===== config.mk =====
export PLATFORM = sky130hd
export DESIGN_NAME = ffha_ctrl
export DESIGN_NICKNAME = d
export VERILOG_FILES = /design/src/sv/ffha_pkg.sv /design/src/sv/ffha_ctrl.sv
export SDC_FILE = /design/constraint.sdc
export NUM_CORES = 1
export LEC_CHECK = 0
export ABC_AREA = 1
export BUFFER_PORTS_ARGS = -buffer_cell sky130_fd_sc_hd__buf_2
export CAP_MARGIN = 40
export CORE_MARGIN = 2
export CORE_UTILIZATION = 55
export CTS_CLUSTER_DIAMETER = 150
export DETAILED_ROUTE_END_ITERATION = 7
export PLACE_DENSITY = 0.72
export SLEW_MARGIN = 20
export SYNTH_ARGS = -nofsm -noshare
export SYNTH_HDL_FRONTEND = slang
export SYNTH_SLANG_ARGS = --single-unit

===== constraint.sdc =====
create_clock -name clk -period 5 [get_ports clk]
set_clock_uncertainty 0.2 [all_clocks]
set_input_delay 0.25 -clock clk [delete_from_list [all_inputs] [get_ports clk]]
set_output_delay 0.25 -clock clk [all_outputs]
set_load 0.01 [all_outputs]

===== src/sv/ffha_pkg.sv =====
// Shared types, codes and constants for the first-fit heap allocator.
package ffha_pkg;

  localparam int HEAP_WORDS_DEF = 1024;
  localparam int ADDR_W         = 12;
  localparam int SIZE_W         = 12;
  localparam int HDR_BYTES      = 4;

  localparam logic REQ_ALLOC = 1'b0;
  localparam logic REQ_FREE  = 1'b1;

  typedef struct packed {
    logic              req_type;
    logic [SIZE_W-1:0] req_size;
    logic [ADDR_W-1:0] free_addr;
  } req_t;

  typedef struct packed {
    logic              success;
    logic [ADDR_W-1:0] block_addr;
  } rsp_t;

  typedef enum logic [2:0] {
    ST_INIT,
    ST_IDLE,
    ST_WALK,
    ST_SPLIT,
    ST_FREE_WR
  } state_t;

endpackage


===== src/sv/ffha_ctrl.sv =====
// Request sequencer: header walk, block placement, free and result register.
module ffha_ctrl #(
  parameter int HEAP_WORDS = ffha_pkg::HEAP_WORDS_DEF,
  localparam int AW  = $clog2(HEAP_WORDS),
  localparam int SZW = AW + 2,
  localparam int HW  = SZW + 1
) (
  input  logic             clk,
  input  logic             rst_n,
  input  logic             start,
  input  ffha_pkg::req_t   in_req,
  output logic             busy,
  output logic             out_valid,
  output ffha_pkg::rsp_t   out_rsp,
  output logic             ram_we,
  output logic [AW-1:0]    ram_waddr,
  output logic [HW-1:0]    ram_wdata,
  output logic [AW-1:0]    ram_raddr,
  input  logic [HW-1:0]    ram_rdata
);

  localparam int PW  = AW + 1;
  localparam int RBW = (AW + 3 > 14) ? AW + 3 : 14;
  localparam logic [SZW-1:0] INIT_SIZE = SZW'((HEAP_WORDS - 1) * ffha_pkg::HDR_BYTES);
  localparam logic [RBW-1:0] HDR_B     = RBW'(ffha_pkg::HDR_BYTES);
  localparam logic [RBW-1:0] HEAP_LIM  = RBW'(HEAP_WORDS);

  ffha_pkg::state_t state_r, state_nxt;
  logic [PW-1:0]    ptr_r, ptr_nxt;
  logic [AW-1:0]    rs_r, rs_nxt;
  logic [RBW-1:0]   rb_r, rb_nxt;
  logic [RBW-1:0]   need_r, need_nxt;
  logic [AW-1:0]    fw_r, fw_nxt;
  logic [AW-1:0]    rest_w_r, rest_w_nxt;
  logic [SZW-1:0]   rest_sz_r, rest_sz_nxt;
  logic             out_valid_r, out_valid_nxt;
  ffha_pkg::rsp_t   out_rsp_r, out_rsp_nxt;

  logic [SZW-1:0]   hsize;
  logic             halloc;
  logic [AW-1:0]    run_st;
  logic [RBW-1:0]   rb_sum;
  logic [PW-1:0]    ptr_step;
  logic [RBW-1:0]   rest_w_wide;
  logic [RBW-1:0]   blk_addr;
  logic [RBW-1:0]   req_need;
  logic [RBW-1:0]   free_w;

  assign hsize       = ram_rdata[HW-1:1];
  assign halloc      = ram_rdata[0];
  assign run_st      = (rb_r == '0) ? ptr_r[AW-1:0] : rs_r;
  assign rb_sum      = rb_r + RBW'(hsize) + HDR_B;
  assign ptr_step    = PW'(hsize[SZW-1:2]) + PW'(1);
  assign rest_w_wide = RBW'(run_st) + (need_r >> 2) + RBW'(1);
  assign blk_addr    = RBW'({run_st, 2'b00}) + HDR_B;
  assign req_need    = (RBW'(in_req.req_size) + RBW'(3)) & ~RBW'(3);
  assign free_w      = RBW'(in_req.free_addr[ffha_pkg::ADDR_W-1:2]) - RBW'(1);

  always_ff @(posedge clk) begin
    if (!rst_n) begin
      state_r     <= ffha_pkg::ST_INIT;
      out_valid_r <= 1'b0;
      ptr_r       <= '0;
      rs_r        <= '0;
      rb_r        <= '0;
    end else begin
      state_r     <= state_nxt;
      out_valid_r <= out_valid_nxt;
      ptr_r       <= ptr_nxt;
      rs_r        <= rs_nxt;
      rb_r        <= rb_nxt;
    end
  end

  always_ff @(posedge clk) begin
    need_r    <= need_nxt;
    fw_r      <= fw_nxt;
    rest_w_r  <= rest_w_nxt;
    rest_sz_r <= rest_sz_nxt;
    out_rsp_r <= out_rsp_nxt;
  end

  always_comb begin
    state_nxt     = state_r;
    ptr_nxt       = ptr_r;
    rs_nxt        = rs_r;
    rb_nxt        = rb_r;
    need_nxt      = need_r;
    fw_nxt        = fw_r;
    rest_w_nxt    = rest_w_r;
    rest_sz_nxt   = rest_sz_r;
    out_valid_nxt = 1'b0;
    out_rsp_nxt   = out_rsp_r;
    ram_we        = 1'b0;
    ram_waddr     = '0;
    ram_wdata     = '0;
    ram_raddr     = ptr_r[AW-1:0];
    busy          = 1'b1;
    case (state_r)
      ffha_pkg::ST_INIT: begin
        ram_we    = 1'b1;
        ram_waddr = '0;
        ram_wdata = {INIT_SIZE, 1'b0};
        state_nxt = ffha_pkg::ST_IDLE;
      end
      ffha_pkg::ST_IDLE: begin
        busy = 1'b0;
        if (start) begin
          if (in_req.req_type == ffha_pkg::REQ_ALLOC) begin
            ram_raddr = '0;
            ptr_nxt   = '0;
            rs_nxt    = '0;
            rb_nxt    = '0;
            need_nxt  = req_need;
            state_nxt = ffha_pkg::ST_WALK;
          end else if (in_req.free_addr >= ffha_pkg::ADDR_W'(ffha_pkg::HDR_BYTES) &&
                       free_w < HEAP_LIM) begin
            ram_raddr = free_w[AW-1:0];
            fw_nxt    = free_w[AW-1:0];
            state_nxt = ffha_pkg::ST_FREE_WR;
          end else begin
            out_valid_nxt = 1'b1;
            out_rsp_nxt   = '{success: 1'b1, block_addr: '0};
          end
        end
      end
      ffha_pkg::ST_WALK: begin
        if (RBW'(ptr_r) >= HEAP_LIM) begin
          out_valid_nxt = 1'b1;
          out_rsp_nxt   = '{success: 1'b0, block_addr: '0};
          state_nxt     = ffha_pkg::ST_IDLE;
        end else begin
          ptr_nxt   = ptr_r + ptr_step;
          ram_raddr = ptr_nxt[AW-1:0];
          rs_nxt    = run_st;
          if (halloc) begin
            rb_nxt = '0;
          end else if (rb_sum >= need_r + HDR_B) begin
            ram_we        = 1'b1;
            ram_waddr     = run_st;
            ram_wdata     = {need_r[SZW-1:0], 1'b1};
            out_valid_nxt = 1'b1;
            out_rsp_nxt   = '{success: 1'b1,
                              block_addr: blk_addr[ffha_pkg::ADDR_W-1:0]};
            rest_w_nxt    = rest_w_wide[AW-1:0];
            rest_sz_nxt   = SZW'(rb_sum - need_r - (HDR_B << 1));
            if (rb_sum != need_r + HDR_B && rest_w_wide < HEAP_LIM) begin
              state_nxt = ffha_pkg::ST_SPLIT;
            end else begin
              state_nxt = ffha_pkg::ST_IDLE;
            end
          end else begin
            rb_nxt = rb_sum;
          end
        end
      end
      ffha_pkg::ST_SPLIT: begin
        ram_we    = 1'b1;
        ram_waddr = rest_w_r;
        ram_wdata = {rest_sz_r, 1'b0};
        state_nxt = ffha_pkg::ST_IDLE;
      end
      ffha_pkg::ST_FREE_WR: begin
        ram_we        = 1'b1;
        ram_waddr     = fw_r;
        ram_wdata     = {hsize, 1'b0};
        out_valid_nxt = 1'b1;
        out_rsp_nxt   = '{success: 1'b1, block_addr: '0};
        state_nxt     = ffha_pkg::ST_IDLE;
      end
      default: begin
        state_nxt = ffha_pkg::ST_IDLE;
      end
    endcase
  end

  assign out_valid = out_valid_r;
  assign out_rsp   = out_rsp_r;

endmodule


======== Word-level counts from Yosys, hierarchy flattened ========
Cells that the tools add are included.
operators by class
  add/subtract/negate cells ............... 12
  order comparisons ....................... 5
  eq/ne operators ......................... 14
  multiplexer cells ....................... 53
  bitwise gates (word level) .............. 3
  reduce and logical (&&, ||, !) cells .... 14
operator list
  cell                                                                    number
  13-bit 2-to-1 mux                                                       9
  10-bit 2-to-1 mux                                                       11
  14-bit 2-to-1 mux                                                       5
  13-bit case mux with 4 select lines                                     1
  10-bit case mux with 2 select lines                                     2
  13-bit case mux with 3 select lines                                     1
  11-bit 2-to-1 mux                                                       3
  10-bit case mux with 3 select lines                                     1
  14-bit by 11-bit < comparator with 1-bit output, second input constant  2
  14-bit case mux with 2 select lines                                     1
  11-bit case mux with 2 select lines                                     1
  3-bit 2-to-1 mux                                                        6
  4-bit AND reduction                                                     4
  13-bit by 1-bit adder with 14-bit output, second input constant         1
  13-bit by 3-bit adder with 14-bit output, second input constant         1
  14-bit by 12-bit adder with 14-bit output                               1
  14-bit by 3-bit adder with 14-bit output, second input constant         1
  14-bit >= comparator                                                    1
  14-bit logical NOT                                                      1
  14-bit != test                                                          1
  12-bit by 2-bit adder with 13-bit output, second input constant         1
  10-bit by 11-bit adder with 12-bit output                               1
  12-bit by 3-bit adder with 12-bit output, second input constant         1
  12-bit by 3-bit >= comparator with 1-bit output, second input constant  1
  25 further kinds                                                        43
storage, ports and cells
  bits in registers ....................... 95
  input port bits ......................... 41
  output and inout port bits .............. 49
  word-level logic and storage cells ...... 112

======== Logic depth before layout (Yosys ltp) ========
Gate-level depths: netlist (run 1).
  depth in word-level cells ............... 11
  mapped depth ............................ 26
  depth with buffers taken out ............ 25

======== Worst setup path after synthesis (run 1) ========
OpenSTA, ideal clock, no wires.
  path kind ............................... register to register
  from .................................... register rb_r[1]
  to ...................................... register rest_sz_r[0], enable pin
  setup time .............................. 0.401 ns
  data arrival time ....................... 3.612 ns
  required time ........................... 4.399 ns
  setup slack ............................. 0.787 ns
  stages on the path, launching flop included .. 15
  path buffers ............................ 0
  clock period less this slack ............ 4.213 ns
  path through ............................ dfxtp_1 > ha_1 > ha_1 > fa_1 > a31o_2 > or2_2 > nand2_1 > inv_1 > ha_1 > nand2_1 > o21ai_0 > nand3b_1 > nand4_1 > nand2_1 > nor2_1
on the way
  word-level cells in the longest chain between the ends .. 4
ends and longest elaborated chain
  what                                       RTL line          source
  start, declared                            ffha_ctrl.sv:31   logic [RBW-1:0] rb_r, rb_nxt;
  start signal, assigned                     ffha_ctrl.sv:71   rb_r <= rb_nxt;
  14-bit by 12-bit adder with 14-bit output  ffha_ctrl.sv:52   assign rb_sum = rb_r + RBW'(hsize) + HDR_B;
  14-bit by 3-bit adder with 14-bit output   ffha_ctrl.sv:52
  14-bit >= comparator                       ffha_ctrl.sv:138  end else if (rb_sum >= need_r + HDR_B) begin
  4-bit AND reduction (no line)              -
  end signal, assigned                       ffha_ctrl.sv:79   rest_sz_r <= rest_sz_nxt;
  end, declared                              ffha_ctrl.sv:35   logic [SZW-1:0] rest_sz_r, rest_sz_nxt;
No other way between the ends.
A chain may end at the register's enable or synchronous reset.

======== Worst setup path after layout (run 1) ========
  from .................................... register rb_r[1]
  to ...................................... output port ram_wdata[10]
on the way
  word-level cells in the longest chain between the ends .. 7
ends and longest elaborated chain
  what                                       RTL line          source
  14-bit by 12-bit adder with 14-bit output  ffha_ctrl.sv:52
  14-bit by 3-bit adder with 14-bit output   ffha_ctrl.sv:52
  14-bit >= comparator                       ffha_ctrl.sv:138
  13-bit 2-to-1 mux                          ffha_ctrl.sv:138
  13-bit 2-to-1 mux                          ffha_ctrl.sv:136  if (halloc) begin
  13-bit 2-to-1 mux                          ffha_ctrl.sv:128  if (RBW'(ptr_r) >= HEAP_LIM) begin
  13-bit case mux with 4 select lines        ffha_ctrl.sv:99   case (state_r)
  end, declared                              ffha_ctrl.sv:17   output logic [HW-1:0] ram_wdata,
No other way between the ends.

==> out/qor.yml, run 1 <==
die_y_um: 123
syn_area_mm2: 0.00778
cts_max_level: 3
leakagePower_nw: 4.02
worstMarginPinSlew_ns: 0.696
antenna_left: 0
ir_drop_v: 0.000163
dp.final_hpwl_mm: 16.7
area_growth_pct: 12.4
async_reset_ff_share_pct: 0
finalSetupViolCount: 0
finalSetupTns_ns: 0
fin_crit_ns: 4.72
portBuffers: 85
die_w_um: 123
clock_sinks: 93
vias: 7447
cts.reportedPaths.clkPinSlew_ns: 0.07
slowest_stage: "fa_1"
ys_seq_elements: 93
critPathArrivalTime_ns: 4.27
cap_violations: 0
multi_input_area_mm2: 0.00469
cts_root_buffer: "clkbuf_16"
slew_viol_final: 0
diodes: 0
wl_per_cell_um: 15.9
globalplace.congestion: 0.941
cp_max_fo: 5
cts_tree: "yes"
synthFlopType: "edfxtp_1"
fmax_mhz: 212
numCtsBuffers: 9
ioPinCount: 90
seqCellArea_mm2: 0.00240
path_class: "register to output pin"
antenna_found_initial: 0
endpoint_kind: "output pin"
synth_edf_count: 54
nets: 1291
cpPeakStageDelay_ns: 0.45
via_per_inst: 5.51
drc: 0
ys_warn_count: 0
coreArea_mm2: 0.0138
worstPathCellList: "ha_1, ha_1, fa_1, a31o_2, or2_2, nand2_1, inv_1, ha_1, nand2_1, nor3_1, nand2_1, nand4_1, nand2_2, nor2_2, clkinvlp_4, buf_4, o211ai_1, buf_2"
hold_viol_final: 0
hold_path_class: "input port to register"
yosysSeqAreaShare_pct: 30.9
dr.pass1.iters: 5
synth_cell_types: 51
crit_start: "rb_r[1]"
drt_iter0_drc: 655
totalWireLength_mm: 21.5
r2r-start: "rb_r[4]"
worst_setup_path_start_kind: "register"
grt_pass1_vias: 6740
period_share_pct: 94.3
dieArea_mm2: 0.0151
grt_usage_pct: 29.1
total_power_w: 0.00210
cts_max_path_buffers: 2
rows: 43
status: "finished clean"
maxSlewHeadroom_pct: 53.6
rsz0062_at_grt: "false"
avgSynthCellArea_um2: 7.22
drive_gt1_share_pct: 12.8
fillers: 1280
clock_latency_ns: 0.36
min-delay-start: "in_req[19]"
start_util_pct: 56.3
power.density_mw_per_mm2: 240
critical_path_required_ns: 4.55
grt_max_degree: 40
syn_inst: 1077
grt_pass1_wl_mm: 33.5
grt_overflow: 0
final cells by class:
type	count	share of cell area (%)
Multi-Input combinational cell	803	53.7
Sequential cell	93	27.5
Inverter	160	6.91
Timing Repair Buffer	100	6.15
Clock buffer	9	2.58
Tap cell	180	2.58
Clock inverter	7	0.644
cell usage in the layout, fill, tap and decap left out, types with 4 or more instances in the layout:
master,n
or2_2,9
a21oi_1,82
nor3_1,17
xor2_1,38
nand4_1,18
o21ai_0,40
o2111ai_1,8
xnor2_1,6
inv_1,157
nand2_1,281
buf_2,85
edfxtp_1,54
dfxtp_1,39
clkbuf_16,9
buf_4,13
o31ai_1,4
nor2_2,6
o211ai_1,25
nand3_1,55
nor2_1,83
ha_1,79
path summary, 6_finish.rpt:
| path | cells after the start | endpoint | slack (ns) |
|---|---|---|---|
| worst max-delay path | 18 | ram_wdata[10] | 0.28 |
| worst min-delay path | 3 | need_r[7] | 0.007 |
| worst max register to register | 22 | state_r[1] | 0.90 |
| worst min register to register | 2 | rs_r[1] | 0.27 |
repair_timing:
item	in CTS	in global routing
gates resized for setup	0	6
endpoints found under the hold margin	1	0
setup buffers	0	2
setup endpoints to repair	0	15
hold buffers	1	0
kinds of logic (layout without fill, tap and decap cells):
logic type	after synthesis	in the layout	synth area share, %
other	1	2	0.0482
flip-flops	93	93	30.9
XOR/XNOR	45	45	5.24
AND/OR/NAND/NOR	486	486	26.6
adder cells (fa/ha/maj)	83	83	13.6
buffers and inverters	182	276	9.04
AO/OA/AOI/OAI	187	187	14.6
layer usage:
layer  up-vias  global-route usage (%)  part of all wire, %
li1       3763                       -                    -
met1      3376                    39.0                   45
met2       259                    46.8                   45
met3        49                    4.80                  6.2
met4         0                    11.8                  3.6
met5         -                       0                    0
worst max-delay path: cells and delay by family, from the launching register on:
| kind | cells | cell delay [ns] |
|---|---|---|
| adder cells (fa/ha/maj) | 4 | 1.29 |
| AND/OR/NAND/NOR | 8 | 1.24 |
| buffers and inverters | 4 | 0.54 |
| AO/OA/AOI/OAI | 2 | 0.50 |
| flip-flops | 1 | 0.33 |
state kept, by name, summed over array words and instances (netlist names), 10 cells and up:
name,cells
rb_r,14
rest_sz_r,12
need_r,11
out_rsp,11
ptr_r,11
fw_r,10
rest_w_r,10
rs_r,10
synth_stat cells, types with 2 or more instances:
| library cell | count | share of area (%) |
|---|---|---|
| edfxtp_1 | 54 | 21 |
| a31o_2 | 2 | 0.23 |
| o2111ai_1 | 8 | 0.90 |
| or2_2 | 9 | 0.72 |
| nor3b_1 | 2 | 0.19 |
| inv_1 | 158 | 7.6 |
| nand2_2 | 2 | 0.16 |
| o211ai_1 | 25 | 2.4 |
| clkbuf_1 | 17 | 0.82 |
| buf_4 | 3 | 0.29 |
| dfxtp_1 | 39 | 10 |
| o21ai_2 | 3 | 0.34 |
| xor2_1 | 38 | 4.3 |
| fa_1 | 3 | 0.77 |
| nor2_2 | 4 | 0.32 |
| a21o_1 | 3 | 0.29 |
| o21a_1 | 2 | 0.19 |
| o21ai_0 | 42 | 2.7 |
| a31oi_1 | 2 | 0.16 |
| nand3b_1 | 2 | 0.19 |
| a22o_1 | 2 | 0.23 |
| xnor2_1 | 6 | 0.68 |
| o31ai_1 | 4 | 0.39 |
| ha_1 | 80 | 13 |
| nand2_1 | 282 | 14 |
| nor3_1 | 18 | 1.2 |
| nor2_1 | 85 | 4.1 |
| o21ai_4 | 3 | 0.63 |
| nand4_1 | 18 | 1.4 |
| and2_1 | 2 | 0.16 |
| o21bai_1 | 3 | 0.29 |
| a21oi_1 | 82 | 5.3 |
| a211oi_1 | 2 | 0.19 |
| nand3_1 | 55 | 3.5 |
where the power goes:
part / switching [W] / total (W) / internal, W
Clock: 0.000330 / 0.000674 / 0.000344
Combinational: 0.000367 / 0.000571 / 0.000204
Sequential: 0.0000205 / 0.000859 / 0.000838
per-stage QoR:
stage | worst slack (ns) | instances | hold slack [ns] | util, % | cell area (um2)
3_5_place_dp | 0.419 | 1331 | 0.257 | 60.9 | 8410
3_3_place_gp | 0.460 | 1330 | 0.252 | 60.8 | 8410
4_1_cts | 0.100 | 1348 | 0.00148 | 63.0 | 8710
6_report | 0.283 | 1352 | 0.00688 | 63.2 | 8740
2_1_floorplan | 0.787 | 1078 | 0.241 | - | 7780
5_1_grt | 0.00499 | 1352 | 0.0128 | 63.2 | 8740
No activity file was read; power rests on OpenSTA's default activity.
==> inputs of run 2 (changes only) <==
clock period = 4.5 ns   (was 5 ns; I/O delays follow)
==> run 2 against run 1 <==
Compared with the run above: register-to-register slack got worse by 0.48 ns; critical path type unchanged; worst hold slack improved by 0.0067 ns; non-clock buffer count rose by 18; clock power rose by 18%; largest power group unchanged; global-route usage rose by 0.45 points; highest routed layer unchanged; combinational power rose by 18%; routed wire length rose by 4.4%; setup slack got worse by 0.11 ns.
==> out/qor.yml, run 2 (synthesis gave the netlist of run 1 again) <==
hold_viol_final: 0
dp.final_hpwl_mm: 17.0
area_growth_pct: 17.7
total_power_w: 0.00242
diodes: 0
fin_crit_ns: 4.33
portBuffers: 85
dr.pass1.iters: 5
grt_overflow: 0
largest_reg_flops: 14
clock_latency_ns: 0.36
via_per_inst: 5.60
vias: 7672
grt_max_degree: 40
hold_path_class: "input port to register"
final_common_cell: "nand2_1"
totalWireLength_mm: 22.4
cap_violations: 0
stdcell_area_mm2: 0.00916
cp_max_fo: 9
leakagePower_nw: 4.13
final_util_pct: 66.2
worstMarginPinSlew_ns: 0.828
grt_pass1_vias: 6823
globalplace.congestion: 0.943
finalSetupViolCount: 0
dpl_cell_area_mm2: 0.00846
nets: 1309
top_regs: "rb_r: 14 flops, rest_sz_r: 12 flops"
grt_pass1_wl_mm: 33.9
die_y_um: 123
coreArea_mm2: 0.0138
cts_tree: "yes"
path_class: "register to output pin"
r2r-start: "rb_r[4]"
dp_cells: 1337
ir_drop_v: 0.000177
min-delay-start: "in_req[18]"
numCtsBuffers: 9
endpoint_kind: "output pin"
start_util_pct: 56.3
critPathArrivalTime_ns: 3.91
stdcell_count: 1370
clock_sinks: 93
drt_iter0_drc: 616
rows: 43
top_register: "rb_r"
period_share_pct: 96.2
critical_path_required_ns: 4.07
cts_root_buffer: "clkbuf_16"
ioPinCount: 90
dieArea_mm2: 0.0151
antenna_found_initial: 0
fmax_mhz: 231
crit_start: "rb_r[2]"
drive_gt1_share_pct: 16.3
status: "finished clean"
die_w_um: 123
slew_viol_final: 0
cts_max_path_buffers: 2
worst_setup_path_start_kind: "register"
power.density_mw_per_mm2: 264
cts_max_level: 3
drc: 0
antenna_left: 0
wl_per_cell_um: 16.4
cts.reportedPaths.clkPinSlew_ns: 0.07
maxSlewHeadroom_pct: 44.5
grt_usage_pct: 29.6
final_cell_mix: "277 x nand2_1, 158 x inv_1, 85 x buf_2"
run 2: cell types whose count changed in the layout (fill, tap and decap cells not counted), sizes merged:
cell and change:
buf +10, clkbuf -1, clkinv +1, clkinvlp -3, dlygate4sd3 +9, inv +2
run 2: final timing paths:
check                  end  slack (ns)  depth (start not counted)
min reg2reg        rs_r[7]        0.27                          2
max          ram_wdata[10]        0.17                         22
min              need_r[6]        0.01                          3
max reg2reg     state_r[1]        0.42                         21
run 2: area by class of cell:
cell class / count / area, um2
well taps: 180 / 225
clock buffers: 9 / 225
repair buffers: 118 / 702
fillers: 1206 / 4670
multi-input cells: 803 / 4910
inverters: 160 / 601
clock inverters: 7 / 76.3
flip-flops and latches: 93 / 2420
run 2: metrics by stage:
step	hold slack [ns]	setup slack, ns	setup TNS (ns)
4_1_cts	0.00464	0.0279	0
2_1_floorplan	0.216	0.287	0
6_report	0.0136	0.170	0
5_1_grt	0.0224	-0.0477	-0.0786
3_5_place_dp	0.255	0.256	0
3_3_place_gp	0.252	0.322	0
run 2: worst max-delay path, stage by stage (launching register included):
cell	delay (ns)
dfxtp_4	0.37
inv_1	0.05
ha_1	0.26
inv_1	0.06
ha_1	0.29
nand2_1	0.06
nor2_2	0.13
nand3_1	0.10
nand4_1	0.13
nand3_1	0.08
and2_1	0.16
xor2_2	0.16
ha_1	0.30
nand2_2	0.09
nor2_4	0.12
nand3b_1	0.09
nand4_1	0.16
nand2_1	0.10
nor2_2	0.14
inv_1	0.07
buf_6	0.15
o211ai_1	0.27
buf_2	0.19
run 2: report_power, final:
group | total, W | switching, W | internal, W
registers | 0.000951 | 0.0000213 | 0.000929
clock network | 0.000792 | 0.000398 | 0.000394
logic | 0.000673 | 0.000426 | 0.000246
run 2: repair_timing:
item / CTS / global route
hold buffers: 10 / 0
endpoints found under the setup margin: 12 / 22
resized for setup: 4 / 44
buffers inserted: 0 / 6
endpoints found under the hold margin: 9 / 0
pin swaps: 1 / 15
run 2: routing by layer:
metal	GRT usage, %	vias up	wire length, um
li1	-	3798	-
met2	47.1	300	10300
met4	13.9	0	802
met1	40.0	3524	9840
met3	3.64	50	1510
met5	0	-	0
==> inputs of run 3 (changes only) <==
==> constraint.sdc (replaced) <==
create_clock -name clk -period 4.5 [get_ports clk]
set_clock_uncertainty 0.2 [all_clocks]
set_input_delay 0.9 -clock clk [delete_from_list [all_inputs] [get_ports clk]]
set_output_delay 0.9 -clock clk [all_outputs]
set_load 0.01 [all_outputs]
==> run 3 against run 2 <==
Compared with the run above: the flow now finishes with violations (negative setup slack); routed wire length grew 5.8%; non-clock buffer count grew 80; worst hold slack gained 0.26 ns; setup slack lost 0.83 ns; critical path depth is the same; die area is the same; final cell count grew 5.8%; clock-buffer cell count is the same; sequential share of layout area shrank 2.8 points; largest cell class unchanged.
==> out/qor.yml, run 3 (synthesis gave the netlist of run 1 again) <==
rsz0062_at_grt: "true"
top_register: "rb_r"
clock_latency_ns: 0.36
drive_gt1_share_pct: 26.6
period_share_pct: 115
largest_reg_flops: 14
drt_iter0_drc: 667
rows: 43
seqCellArea_mm2: 0.00240
comb_power_share_pct: 31.6
grt_max_degree: 24
met2RoutedLength_mm: 10.7
antenna_left: 0
dr.pass1.iters: 5
swShare_pct: 34.5
cts_max_path_buffers: 2
intPower_w: 0.00165
dp_slack_ns: -0.724
nets: 1389
cap_violations: 0
globalplace.congestion: 0.976
die_w_um: 123
finalSetupViolCount: 22
grt_pass1_wl_mm: 36.5
critical_path_required_ns: 3.40
multi_input_area_mm2: 0.00526
final_common_cell: "nand2_1"
drc: 0
via_per_inst: 5.53
slowest_stage: "ha_4"
cts_max_level: 3
wl_met3_mm: 1.80
wl_per_cell_um: 16.4
path_class: "input port to output pin"
cts.reportedPaths.clkPinSlew_ns: 0.07
ioPinCount: 90
stdcell_count: 1450
diodes: 0
top_layer: "met4"
coreArea_mm2: 0.0138
clkPwrFrac_pct: 30.6
grt_pass1_vias: 7324
top_regs: "rb_r: 14 flops, rest_sz_r: 12 flops"
dp_cells: 1417
grt_overflow: 0
fmax_mhz: 194
worstPathCellList: "buf_6, ha_4, ha_4, inv_4, o21bai_4, buf_4, buf_4, a31o_4, or2_4, nand2_2, inv_2, ha_4, nand2_2, o21ai_2, nand3b_1, nand4_1, nand2_2, nor2_4, inv_2, buf_6, o211ai_1, buf_2"
final_cell_mix: "260 x nand2_1, 149 x inv_1, 109 x buf_4"
cpPeakStageDelay_ns: 0.26
cts_root_buffer: "clkbuf_16"
hold_viol_final: 0
critPathArrivalTime_ns: 4.06
cts_tree: "yes"
p_sw_w: 0.000873
maxSlewHeadroom_pct: 48.4
violations: "negative setup slack"
die_y_um: 123
clock_sinks: 93
cp_max_fo: 4
fin_ws_ns: -0.659
slew_viol_final: 0
hold_path_class: "register to register"
power.density_mw_per_mm2: 248
fin_crit_ns: 5.16
dpl_cell_area_mm2: 0.00926
seq_power_share_pct: 37.8
numCtsBuffers: 9
vias: 8025
leakagePower_nw: 4.62
status: "complete, but fails checks"
totalWireLength_mm: 23.7
area_growth_pct: 31.0
dieArea_mm2: 0.0151
drt-met1-wl_mm: 10.2
ir_drop_v: 0.000204
dp.final_hpwl_mm: 18.1
endpoint_kind: "output pin"
worstMarginPinSlew_ns: 0.770
total_power_w: 0.00253
antenna_found_initial: 0
worst_setup_path_start_kind: "input port"
stdcell_area_mm2: 0.0102
whs_ns: 0.270
fillers: 1079
portBuffers: 85
start_util_pct: 56.3
grt_usage_pct: 31.7
run 3: metal layers:
metal / vias to the layer above / global-route usage [%]
met2: 309 / 50.2
met4: 0 / 15.0
met3: 75 / 6.18
met5: - / 0
li1: 3960 / -
met1: 3681 / 41.7
run 3: cell type report:
cell class,instances,area share (%)
inverters,160,5.94
clock inverters,7,0.663
repair buffers,198,13.7
well taps,180,2.21
multi-input cells,803,51.7
clock buffers,9,2.21
flip-flops and latches,93,23.6
run 3: power by group through the flow:
stage,combinational (W),clock [W],sequential [W]
2_1_floorplan,0.000455,0,0.000964
3_3_place_gp,0.000710,0,0.000971
3_5_place_dp,0.000722,0,0.000972
4_1_cts,0.000768,0.000777,0.000953
5_1_grt,0.000882,0.000811,0.000956
6_report,0.000799,0.000774,0.000954
run 3: path summary, 6_finish.rpt:
path	start	endpoint	slack, ns	cells past startpoint
worst max-delay path	ram_rdata[5]	ram_wdata[6]	-0.66	22
worst min-delay path	rs_r[0]	rs_r[0]	0.27	2
worst max register to register	rb_r[4]	state_r[1]	0.39	22
worst min register to register	rs_r[0]	rs_r[0]	0.27	2
run 3: through the flow:
stage / util (%) / TNS, ns
after floorplan: - / -5.83
after global placement: 66.9 / -14.67
after detailed placement: 67.0 / -14.87
after CTS: 72.5 / -10.95
after global routing: 73.7 / -16.65
final: 73.7 / -12.91
run 3: critical path, delay by kind of cell:
kind	cells	cell delay [ns]
AO/OA/AOI/OAI	4	0.64
adder cells (fa/ha/maj)	3	0.73
buffers and inverters	8	0.83
AND/OR/NAND/NOR	7	0.91
run 3: timing repair:
| item | 4_1_cts | 5_1_grt |
|---|---|---|
| pin swaps | 45 | 31 |
| gates resized for setup | 70 | 30 |
| endpoints found under the setup margin | 22 | 23 |
| buffers inserted | 12 | 4 |
| hold buffers | 0 | 0 |
